**src/asob_pkg.sv**
```systemverilog
// shared constants and types for the sawtooth oscillator bank
`timescale 1ns / 1ps
package asob_pkg;
  localparam int VOICES_DEF     = 16;
  localparam int PHASE_BITS_DEF = 24;

  localparam int VOICE_W  = 4;
  localparam int SAMPLE_W = 24;
  localparam int INC_W    = 24;

  localparam int DEN_W = 53;
  localparam int NUM_W = 56;
  localparam int QUO_W = 24;

  localparam logic [23:0] SAW_HALF   = 24'd8388608;
  localparam logic [23:0] EDGE_START = 24'd6710886;
  localparam logic [27:0] T_MAX      = 28'd167772160;
  localparam logic [31:0] POLY_ONE   = 32'd1073741824;
  localparam logic [29:0] COEF1      = 30'd747394792;
  localparam logic [27:0] COEF2      = 28'd241048959;
  localparam logic [26:0] COEF3      = 27'd85298306;

  typedef logic signed [SAMPLE_W-1:0] sample_t;
endpackage

```
**src/asob_ifs.sv**
```systemverilog
// input and result channel interfaces
`timescale 1ns / 1ps
interface asob_in_if import asob_pkg::*; ();
  logic               valid;
  logic               ready;
  logic [VOICE_W-1:0] voice;
  logic [INC_W-1:0]   phase_increment;
  modport source (output valid, voice, phase_increment, input ready);
  modport sink   (input valid, voice, phase_increment, output ready);
endinterface

interface asob_out_if import asob_pkg::*; ();
  logic               valid;
  logic               ready;
  logic [VOICE_W-1:0] voice_out;
  sample_t            sample;
  modport source (output valid, voice_out, sample, input ready);
  modport sink   (input valid, voice_out, sample, output ready);
endinterface

```
**src/asob_div.sv**
```systemverilog
// restoring divider, one quotient bit per cycle
`timescale 1ns / 1ps
module asob_div import asob_pkg::*; (
  input  logic             clk,
  input  logic             rst_n,
  input  logic             start,
  input  logic [NUM_W-1:0] num,
  input  logic [DEN_W-1:0] den,
  output logic             done,
  output logic [QUO_W-1:0] quo
);
  logic [DEN_W-1:0] rem_r, rem_nxt;
  logic [DEN_W-1:0] den_r;
  logic [QUO_W-1:0] bits_r, bits_nxt;
  logic [QUO_W-1:0] quo_r, quo_nxt;
  logic [4:0]       cnt_r, cnt_nxt;
  logic             busy_r, busy_nxt;
  logic             done_r, done_nxt;
  logic [DEN_W:0]   trial;

  always_comb begin
    rem_nxt  = rem_r;
    bits_nxt = bits_r;
    quo_nxt  = quo_r;
    cnt_nxt  = cnt_r;
    busy_nxt = busy_r;
    done_nxt = 1'b0;
    trial    = {rem_r, bits_r[QUO_W-1]};
    if (start) begin
      // upper part of the numerator is already below the divisor
      rem_nxt  = DEN_W'(num >> QUO_W);
      bits_nxt = num[QUO_W-1:0];
      quo_nxt  = '0;
      cnt_nxt  = 5'(QUO_W);
      busy_nxt = 1'b1;
    end else if (busy_r) begin
      if (trial >= {1'b0, den_r}) begin
        rem_nxt = DEN_W'(trial - {1'b0, den_r});
        quo_nxt = {quo_r[QUO_W-2:0], 1'b1};
      end else begin
        rem_nxt = DEN_W'(trial);
        quo_nxt = {quo_r[QUO_W-2:0], 1'b0};
      end
      bits_nxt = {bits_r[QUO_W-2:0], 1'b0};
      cnt_nxt  = cnt_r - 5'd1;
      if (cnt_r == 5'd1) begin
        busy_nxt = 1'b0;
        done_nxt = 1'b1;
      end
    end
  end

  always_ff @(posedge clk) begin
    if (!rst_n) begin
      busy_r <= 1'b0;
      done_r <= 1'b0;
      cnt_r  <= '0;
    end else begin
      busy_r <= busy_nxt;
      done_r <= done_nxt;
      cnt_r  <= cnt_nxt;
    end
    rem_r  <= rem_nxt;
    bits_r <= bits_nxt;
    quo_r  <= quo_nxt;
    if (start) den_r <= den;
  end

  assign done = done_r;
  assign quo  = quo_r;
endmodule

```
**src/antialiased_saw_oscillator_bank.sv**
```systemverilog
// sawtooth oscillator bank with smoothed wrap edges
//   channel | direction | fields
//   in_if   | sink      | voice, phase_increment
//   out_if  | source    | voice_out, sample
// an item passes from acceptance to result through these steps: memory read, window,
// three polynomial multiplies, denominator, divider start, 24 divider steps, final add.
// the 24-step divider sets the rate: one item in flight at a time.
// reset clears all phases through per-voice valid bits, no sweep needed.
// a result waiting in the output register stalls only the final step.
`timescale 1ns / 1ps
module antialiased_saw_oscillator_bank import asob_pkg::*; #(
  parameter int VOICES     = VOICES_DEF,
  parameter int PHASE_BITS = PHASE_BITS_DEF
) (
  input  logic       clk,
  input  logic       rst_n,
  asob_in_if.sink    in_if,
  asob_out_if.source out_if
);
  localparam int SLOT_W = (VOICES > 1) ? $clog2(VOICES) : 1;
  localparam int UP  = (PHASE_BITS >= 24) ? PHASE_BITS - 24 : 0;
  localparam int DN  = (PHASE_BITS < 24) ? 24 - PHASE_BITS : 0;

  localparam logic [3:0] ST_IDLE = 4'd0;
  localparam logic [3:0] ST_RD   = 4'd1;
  localparam logic [3:0] ST_WIN  = 4'd2;
  localparam logic [3:0] ST_P1   = 4'd3;
  localparam logic [3:0] ST_P2   = 4'd4;
  localparam logic [3:0] ST_P3   = 4'd5;
  localparam logic [3:0] ST_DEN  = 4'd6;
  localparam logic [3:0] ST_DIV  = 4'd7;
  localparam logic [3:0] ST_FIN  = 4'd8;
  localparam logic [3:0] ST_DST  = 4'd9;

  logic [3:0] state_r, state_nxt;

  // voice number folded into the bank
  logic [SLOT_W-1:0] slot_lut [16];
  for (genvar g = 0; g < 16; g++) begin : g_lut
    assign slot_lut[g] = SLOT_W'(g % VOICES);
  end

  logic [PHASE_BITS-1:0] phase_mem [VOICES];
  logic [VOICES-1:0]     vld_r;
  logic [PHASE_BITS-1:0] rd_data_r;
  logic                  rd_vld_r;

  logic                  in_acc;
  logic [SLOT_W-1:0]     in_slot;
  logic [SLOT_W-1:0]     slot_r;
  logic [VOICE_W-1:0]    voice_r;
  logic [PHASE_BITS-1:0] inc_r;
  logic [PHASE_BITS-1:0] ph_new;
  logic [23:0]           p24;

  logic signed [24:0] s_r;
  logic [23:0]        d_r;
  logic [22:0]        f_r;
  logic [4:0]         n_r;
  logic [31:0]        acc_r;
  logic [DEN_W-1:0]   den_r;

  logic [24:0]  mag;
  logic [24:0]  d_full;
  logic [31:0]  w;
  logic [28:0]  t;
  logic [27:0]  t_cl;
  logic [57:0]  prod;
  logic [31:0]  poly;

  logic             div_start, div_done;
  logic [QUO_W-1:0] quo;
  logic [NUM_W-1:0] num;

  logic signed [25:0] fin;
  sample_t            fin_sat;
  logic               out_valid_r;
  logic [VOICE_W-1:0] out_voice_r;
  sample_t            out_sample_r;
  logic               fin_go;

  assign in_if.ready = (state_r == ST_IDLE);
  assign in_acc      = in_if.valid && in_if.ready;
  assign in_slot     = slot_lut[in_if.voice];

  assign ph_new = PHASE_BITS'((rd_vld_r ? rd_data_r : '0) + inc_r);
  assign p24    = 24'((33'(ph_new) >> UP) << DN);

  assign mag    = s_r[24] ? 25'(-s_r) : 25'(s_r);
  assign d_full = (mag > 25'(EDGE_START)) ? mag - 25'(EDGE_START) : '0;
  assign w      = 32'(d_r) * 32'd100;
  assign t      = 29'(T_MAX) - 29'(w);
  assign t_cl   = t[28] ? '0 : t[27:0];

  always_comb begin
    case (state_r)
      ST_P1:   prod = 58'(COEF3) * 58'(f_r);
      default: prod = 58'(acc_r) * 58'(f_r);
    endcase
  end

  assign div_start = (state_r == ST_DST);
  assign num       = (NUM_W'(1) << 54) + NUM_W'(den_r >> 1);

  assign fin     = s_r[24] ? 26'(s_r) + 26'(quo) : 26'(s_r) - 26'(quo);
  assign fin_sat = (fin > 26'sd8388607) ? sample_t'(24'h7FFFFF) :
                   (fin < -26'sd8388608) ? sample_t'(24'h800000) : fin[23:0];
  assign fin_go  = (state_r == ST_FIN) && (!out_valid_r || out_if.ready);

  always_comb begin
    state_nxt = state_r;
    case (state_r)
      ST_IDLE: if (in_acc) state_nxt = ST_RD;
      ST_RD:   state_nxt = ST_WIN;
      ST_WIN:  state_nxt = ST_P1;
      ST_P1:   state_nxt = ST_P2;
      ST_P2:   state_nxt = ST_P3;
      ST_P3:   state_nxt = ST_DEN;
      ST_DEN:  state_nxt = ST_DST;
      ST_DST:  state_nxt = ST_DIV;
      ST_DIV:  if (div_done) state_nxt = ST_FIN;
      ST_FIN:  if (fin_go) state_nxt = ST_IDLE;
      default: state_nxt = ST_IDLE;
    endcase
  end

  always_ff @(posedge clk) begin
    if (!rst_n) begin
      state_r     <= ST_IDLE;
      vld_r       <= '0;
      out_valid_r <= 1'b0;
    end else begin
      state_r <= state_nxt;
      if (state_r == ST_RD) vld_r[slot_r] <= 1'b1;
      if (fin_go) out_valid_r <= 1'b1;
      else if (out_if.ready) out_valid_r <= 1'b0;
    end
  end

  // phase memory: read on acceptance, written back in the next cycle (the read state)
  always_ff @(posedge clk) begin
    if (in_acc) rd_data_r <= phase_mem[in_slot];
    if (state_r == ST_RD) phase_mem[slot_r] <= ph_new;
  end

  always_ff @(posedge clk) begin
    if (in_acc) begin
      slot_r   <= in_slot;
      voice_r  <= in_if.voice;
      inc_r    <= PHASE_BITS'((32'(in_if.phase_increment) << UP) >> DN);
      rd_vld_r <= vld_r[in_slot];
    end
    case (state_r)
      ST_RD:  s_r <= $signed({1'b0, p24}) - $signed({1'b0, SAW_HALF});
      ST_WIN: d_r <= 24'(d_full);
      ST_P1: begin
        n_r   <= (t_cl[27:23] > 5'd20) ? 5'd20 : t_cl[27:23];
        f_r   <= t_cl[22:0];
        acc_r <= 32'(COEF3);
      end
      ST_P2:   acc_r <= 32'(COEF2) + 32'(prod >> 23);
      ST_P3:   acc_r <= 32'(COEF1) + 32'(prod >> 23);
      ST_DEN:  acc_r <= acc_r;
      default: acc_r <= acc_r;
    endcase
    if (fin_go) begin
      out_voice_r  <= voice_r;
      out_sample_r <= fin_sat;
    end
  end

  // final Horner product, then the denominator
  logic [31:0] acc3;
  assign acc3 = 32'(prod >> 23);
  assign poly = POLY_ONE + acc3;
  always_ff @(posedge clk) begin
    if (state_r == ST_DEN) den_r <= DEN_W'(POLY_ONE) + (DEN_W'(poly) << n_r);
  end

  asob_div u_div (
    .clk   (clk),
    .rst_n (rst_n),
    .start (div_start),
    .num   (num),
    .den   (den_r),
    .done  (div_done),
    .quo   (quo)
  );

  assign out_if.valid     = out_valid_r;
  assign out_if.voice_out = out_voice_r;
  assign out_if.sample    = out_sample_r;

`ifndef SYNTHESIS
  a_acc_rd: assert property (@(posedge clk) disable iff (!rst_n)
    in_acc |=> state_r == ST_RD)
    else $error("accepted transaction did not start a read");
  a_div_state: assert property (@(posedge clk) disable iff (!rst_n)
    div_done |-> state_r == ST_DIV)
    else $error("divider finished outside divide state");
  a_quo_range: assert property (@(posedge clk) disable iff (!rst_n)
    div_done |-> quo <= QUO_W'(SAW_HALF))
    else $error("edge correction exceeds half scale");
  a_fin_load: assert property (@(posedge clk) disable iff (!rst_n)
    fin_go |=> out_valid_r)
    else $error("result register not loaded");
`endif
endmodule
```
**src/flat_wrapper.sv**
```systemverilog
// flat-port wrapper written by rule: the top's interface ports become plain ports
module antialiased_saw_oscillator_bank_flat import asob_pkg::*;
#(
  parameter int VOICES     = VOICES_DEF,
  parameter int PHASE_BITS = PHASE_BITS_DEF
)
  (clk, rst_n, in_if_valid, in_if_voice, in_if_phase_increment, in_if_ready, out_if_valid, out_if_voice_out, out_if_sample, out_if_ready);
  asob_in_if in_if_i ();
  asob_out_if out_if_i ();
  input  logic clk;
  input  logic rst_n;
  input wire logic [$bits(in_if_i.valid)-1:0] in_if_valid;
  input wire logic [$bits(in_if_i.voice)-1:0] in_if_voice;
  input wire logic [$bits(in_if_i.phase_increment)-1:0] in_if_phase_increment;
  output wire logic [$bits(in_if_i.ready)-1:0] in_if_ready;
  output wire logic [$bits(out_if_i.valid)-1:0] out_if_valid;
  output wire logic [$bits(out_if_i.voice_out)-1:0] out_if_voice_out;
  output wire logic [$bits(out_if_i.sample)-1:0] out_if_sample;
  input wire logic [$bits(out_if_i.ready)-1:0] out_if_ready;
  assign in_if_i.valid = in_if_valid;
  assign in_if_i.voice = in_if_voice;
  assign in_if_i.phase_increment = in_if_phase_increment;
  assign in_if_ready = in_if_i.ready;
  assign out_if_valid = out_if_i.valid;
  assign out_if_voice_out = out_if_i.voice_out;
  assign out_if_sample = out_if_i.sample;
  assign out_if_i.ready = out_if_ready;
  antialiased_saw_oscillator_bank #(.VOICES(VOICES), .PHASE_BITS(PHASE_BITS)) u_core (.clk(clk), .rst_n(rst_n), .in_if(in_if_i), .out_if(out_if_i));
endmodule
```
**config.mk**
```make
export PLATFORM = sky130hd
export DESIGN_NAME = antialiased_saw_oscillator_bank_flat
export DESIGN_NICKNAME = d
export VERILOG_FILES = /design/src/asob_pkg.sv /design/src/asob_ifs.sv /design/src/asob_div.sv /design/src/antialiased_saw_oscillator_bank.sv /design/src/flat_wrapper.sv
export SDC_FILE = /design/constraint.sdc
export NUM_CORES = 2
export LEC_CHECK = 0
export CORE_UTILIZATION = 35
export CTS_CLUSTER_DIAMETER = 80
export DETAILED_ROUTE_END_ITERATION = 10
export DONT_BUFFER_PORTS = 1
export PLACE_DENSITY = 0.59
export SETUP_SLACK_MARGIN = 0.02
export SLEW_MARGIN = 20
export SYNTH_ARGS = -nofsm -noshare
export SYNTH_HDL_FRONTEND = slang
export SYNTH_SLANG_ARGS = --single-unit
```
**constraint.sdc**
```tcl
create_clock -name clk -period 12.95 [get_ports clk]
set_input_delay 2.59 -clock clk [delete_from_list [all_inputs] [get_ports clk]]
set_output_delay 2.59 -clock clk [all_outputs]
set_load 0.05 [all_outputs]
```
# Word level (Yosys, flattened, before mapping)
# Memories as Yosys holds them, arrays and structs flattened. A register that Yosys moved wholly into a read port is not among the register bits.
# Index checks and enable logic that the tools add are counted.
[classes] n_addsub=14 shift=1 eq_ne=13 n_reduce_logical=12 n_lt_le_gt_ge=9 mul=3 bitwise=4 n_mux=33
[ops] op="24-bit 2-to-1 mux" n=4
[ops] op="32-bit case mux with 3 select lines" n=1
[ops] op="32-bit 2-to-1 mux" n=2
[ops] op="55-bit by 52-bit adder with 56-bit output, first input constant" n=1
[ops] op="32-bit by 23-bit multiplier with 55-bit output" n=1
[ops] op="55-bit 2-to-1 mux" n=1
[ops] op="54-bit by 53-bit greater-or-equal comparator with 1-bit output" n=1
[ops] op="31-bit by 53-bit adder with 53-bit output, first input constant" n=1
[ops] op="53-bit 2-to-1 mux" n=1
[ops] op="32-bit by 5-bit << shifter with 53-bit output" n=1
[ops] op="53-bit subtractor" n=1
[ops] op="26-bit by 23-bit multiplier with 49-bit output, first input constant" n=1
[ops] op="4-bit case mux with 10 select lines" n=1
[ops] op="28-bit by 32-bit adder with 32-bit output, first input constant" n=1
[ops] op="30-bit by 32-bit adder with 32-bit output, first input constant" n=1
[ops] op="31-bit by 32-bit adder with 32-bit output, first input constant" n=1
[ops] op="28-bit by 29-bit subtractor with 29-bit output, first input constant" n=1
[ops] op="28-bit 2-to-1 mux" n=1
[ops] op="24-bit by 5-bit multiplier with 27-bit output, second input constant" n=1
[ops] op="25-bit by 25-bit adder with 26-bit output" n=1
[ops] op="26-bit by 24-bit > comparator with 1-bit output, second input constant" n=1
[ops] op="26-bit by 24-bit < comparator with 1-bit output, second input constant" n=1
[ops] op="26-bit 2-to-1 mux" n=1
[ops] op="25-bit by 25-bit subtractor with 26-bit output" n=1
[ops] op="35 further kinds" n=61
[totals] word_cells=115 ramBits=384 output_inout_bits=30 ff_bits=405 rom_bits=64 inputBits=32 memories=2
[memory_table] name="u_core.phase_mem" depth=16 width=24 rd=1 rd_ports_with_merged_regs=1 wr=1 line="antialiased_saw_oscillator_bank.sv:43" text="logic [PHASE_BITS-1:0] phase_mem [VOICES];"
[memory_table] name="(name not given)" depth=16 width=4 rd=1 rd_ports_with_merged_regs=0 wr=0 line="antialiased_saw_oscillator_bank.sv:84" text="assign in_slot = slot_lut[in_if.voice];"

# Longest topological paths before layout
[logic_depth] depth_word=6 depth_mapped=37

# Cells and area by module
# Synthesis repeated with hierarchy kept, for this count alone.
[unflattened] hier_cells=7347 hier_area_um2=75471.1
[modules_own_cells] mod="antialiased_saw_oscillator_bank" seq_area_each_um2=19158.4 area_per_inst_um2=65815.6 cells_per_inst=6339 instances=1
[modules_own_cells] mod="asob_div" seq_area_each_um2=4314.1 area_per_inst_um2=9655.5 cells_per_inst=1008 instances=1

# Worst setup path after synthesis
# OpenSTA, ideal clock, no wires.
[synth_timing] kind="register to register" startpoint="reg u_core.f_r[19]" endpoint="reg u_core.den_r[52], data pin" path_stages_with_launch=33 setup_ps=258 arrival_ps=8866 n_path_buf=4 setup_slack_ps=3826 cell_sequence="edfxtp_1 clkbuf_1 nand2_1 fa_1 inv_1 fa_1 fa_1 fa_1 fa_1 fa_1 inv_1 fa_1 inv_1 ha_1 clkbuf_1 nand2_1 or3_1 a2111oi_2 o31ai_1 buf_2 a21oi_1 mux2i_1 clkbuf_1 o32ai_1 nor3_2 a22oi_1 o21ai_0 o22a_1 ha_1 inv_1 nor4_4 nand4_1 xnor2_1"
[synth_via] elab_chain_cells=5
[synth_lines] element="start: declaration" line="antialiased_saw_oscillator_bank.sv:58" text="logic [22:0] f_r;"
[synth_lines] element="start signal: assignment" line="antialiased_saw_oscillator_bank.sv:158" text="f_r <= t_cl[22:0];"
[synth_lines] element="32-bit by 23-bit multiplier with 55-bit output or 26-bit by 23-bit multiplier with 49-bit output (tied branches)" line="antialiased_saw_oscillator_bank.sv:98, antialiased_saw_oscillator_bank.sv:97"
[synth_lines] element="55-bit 2-to-1 mux *" line="antialiased_saw_oscillator_bank.sv:96" text="case (state_r)"
[synth_lines] element="31-bit by 32-bit adder with 32-bit output *" line="antialiased_saw_oscillator_bank.sv:175" text="assign poly = POLY_ONE + acc3;"
[synth_lines] element="32-bit by 5-bit << shifter with 53-bit output *" line="antialiased_saw_oscillator_bank.sv:177" text="if (state_r == ST_DEN) den_r <= DEN_W'(POLY_ONE) + (DEN_W'(poly) << n_r);"
[synth_lines] element="31-bit by 53-bit adder with 53-bit output *" line="antialiased_saw_oscillator_bank.sv:177"
[synth_lines] element="end signal: assignment" line="antialiased_saw_oscillator_bank.sv:177"
[synth_lines] element="end: declaration" line="antialiased_saw_oscillator_bank.sv:61" text="logic [DEN_W-1:0] den_r;"
# Every way passes the cells marked *; elsewhere a longest branch is shown, timed or not.
# A chain may end at the register's enable or synchronous reset.

# Worst setup path after layout
[layout_timing] startpoint="reg u_core.f_r[9]" endpoint="reg u_core.den_r[46], data pin"
# The elaborated chain is that of the path after synthesis.

==> reports/qor.yml <==
synth_simple_gate_area_frac: 0.137
synth_area_um2: 74900
fillers: 20900
setup_violations: 0
avgSynthCellArea_um2: 10.2
whs_path_depth: 0
outcome: "finished clean"
gp_congestion: 0.979
fmax_mhz: 86.3
syn2layout_area_growth_pct: 8.37
synthTopCellsByArea: "edfxtp_1 (29%), fa_1 (19%), ha_1 (11%)"
slew_violations: 0
tns_ns: 0
drt-initial-drc-count: 4720
root_buffer: "clkbuf_16"
htreeDepth: 3
wl_per_cell_um: 21.5
drt-vias-per-instance: 5.38
grt_pass1_wl_mm: 338
grt_pass1_vias: 56300
arrival_ns: 12.04
portBuffers: 0
start_kind: "register"
overflow: 0
clock-sinks: 806
finalCriticalPeriod_ns: 11.59
cp_slowest_cell: "edfxtp_1"
timing.reg2reg.worst_path_depth: 31
multi_input_area_um2: 46300
clock_skew_ns: 0.0494
tightest_slew_ns: 1.22
cts_buffers: 89
finalHoldViolCount: 0
endpoint_kind: "register"
cts_tree: "built"
grt_usage: 0.202
maxCapViolCount: 0
synth_top_area_frac: 0.294
cts_buffer_depth: 3
critPathMaxStageDelay_ns: 1.11
synthDistinctLibCells: 105
critPathRequiredTime_ns: 13.40
clk_pin_slew_ns: 0.06
synth_top_area_cell: "edfxtp_1"
cpMostUsedCell: "fa_1"
synth_fa_ha_area_frac: 0.296
synth_edf_count: 733
worstPathMaxFanout: 23
ys_top_cells_by_count: "inv_1 (1110), nand2_1 (822), edfxtp_1 (733)"
r2r-start: "u_core.f_r[9]"
synth_mux_area_frac: 0.0483
cts_resized: 0
slew_headroom: 0.184
ys_ff_latch: 806
seq_area_frac_synth: 0.313
synth_top_family_by_area: "adder cells"
clk_latency_ns: 0.72
hold_path_class: "register to register"
worstSetupPathType: "register to register"
die_w_um: 465
synth-xor-area-share: 0.0258
fin_crit_sh: 0.895
core_um2: 212000
rows: 169
cts_hold_buf: 0
ant_nets: 0
synth-compound-area-share: 0.107
grt_max_degree: 102
ys_warn_count: 0
dr.pass1.iters: 5
drc: 0
r2r_end: "u_core.den_r[46]"
dominantRegCellSynth: "edfxtp_1"
hold_path_end: "u_core.u_div.den_r[49]"
syn_inst: 7367
drive_gt1_frac: 0.0673
post_cts_buffers: 0
fp.dieArea_um2: 216000
min_from: "u_core.den_r[49]"
synth.net_count: 8741
post-dp-hpwl_mm: 163
antenna_found_initial: 3
initial_core_util: 0.353
die_y_um: 465
finalNetCount: 8597
regArea_um2: 23500
async_reset_ff_frac: 0
io-pin-count: 62
grt_setup_unrepaired: "no"
dr_total_vias: 54500
yosysMostFrequentCell: "inv_1"
wl_mm: 217
r2r_slack_ns: 1.36
## worst max-delay path by stage
| stage | startpoint | end | slack, ns | cells past startpoint |
|---|---|---|---|---|
| 2_1_floorplan | u_core.f_r[19] | u_core.den_r[52] | 3.83 | 32 |
| 6_report | u_core.f_r[9] | u_core.den_r[46] | 1.36 | 31 |
| 5_1_grt | u_core.f_r[9] | u_core.den_r[42] | 1.10 | 31 |
| 4_1_cts | u_core.f_r[9] | u_core.den_r[46] | 1.65 | 31 |
| 3_3_place_gp | u_core.f_r[9] | u_core.den_r[52] | 1.74 | 31 |
| 3_5_place_dp | u_core.f_r[9] | u_core.den_r[46] | 1.67 | 31 |
## cell families after synthesis
logic type | Yosys count
XOR/XNOR | 221
multiplexers | 197
buffers and inverters | 1451
other | 1
AND/OR/NAND/NOR | 2147
adder cells (fa/ha/maj) | 1343
AO/OA/AOI/OAI | 1201
flip-flops | 806
## routing by layer
layer,vias to the layer above,share of wire,global-route usage
met4,0,0.035,0.0658
met5,-,0,0
met1,27700,0.44,0.269
met3,324,0.050,0.0237
li1,24900,-,-
met2,1612,0.48,0.339
## metrics by stage
stage	std cells	util	setup WS, ns	hold WS (ns)	instance area, µm²
final	10100	0.382	1.36	0.431	81200
after floorplan	7367	-	3.83	0.400	74900
after global placement	9948	0.368	1.74	0.409	78100
after detailed placement	9953	0.369	1.67	0.427	78300
after global routing	10100	0.382	1.10	0.447	81200
after CTS	10100	0.382	1.65	0.422	81100
## registers in the layout, indices dropped and copies added (netlist names), 32 cells and up
| name | cells |
|---|---|
| u_core.phase_mem | 384 |
| u_core.u_div.rem_r | 53 |
| u_core.u_div.den_r | 53 |
| u_core.acc_r | 32 |
| u_core.den_r | 53 |
## worst max-delay path, delay by kind of cell, from the launching register on
kind / cells / cell delay [ns]
adder cells (fa/ha/maj): 9 / 4.40
AND/OR/NAND/NOR: 8 / 2.18
AO/OA/AOI/OAI: 6 / 2.56
XOR/XNOR: 1 / 0.16
buffers and inverters: 7 / 0.87
flip-flops: 1 / 1.11
## cell usage in the layout, fill, tap and decap left out, types with 36 or more instances in the layout
cell	count
dfxtp_1	72
a21o_1	92
nand4_1	68
o31ai_1	37
nand3_1	110
xor2_1	98
ha_1	630
xnor2_1	111
a211oi_1	48
and3_1	36
edfxtp_1	733
nand2_1	821
o21a_1	67
nand2b_1	44
o21ai_0	232
fa_1	712
a31oi_1	57
inv_1	1108
or3_1	56
clkbuf_16	89
and2_1	318
mux2i_1	57
nor3_1	120
buf_4	99
o211ai_1	51
mux4_2	130
nor2_1	381
a21oi_1	297
## final cells by class
class,count,area share
Inverter,1111,0.0514
Multi-Input combinational cell,5110,0.570
Sequential cell,806,0.289
Tap cell,2821,0.0435
Antenna cell,1,0.0000308
Timing Repair Buffer,105,0.0108
Clock buffer,112,0.0286
Clock inverter,51,0.00655
Power is not shown: default switching activity piles up to over one toggle a cycle in this logic, so the estimate is an artifact.
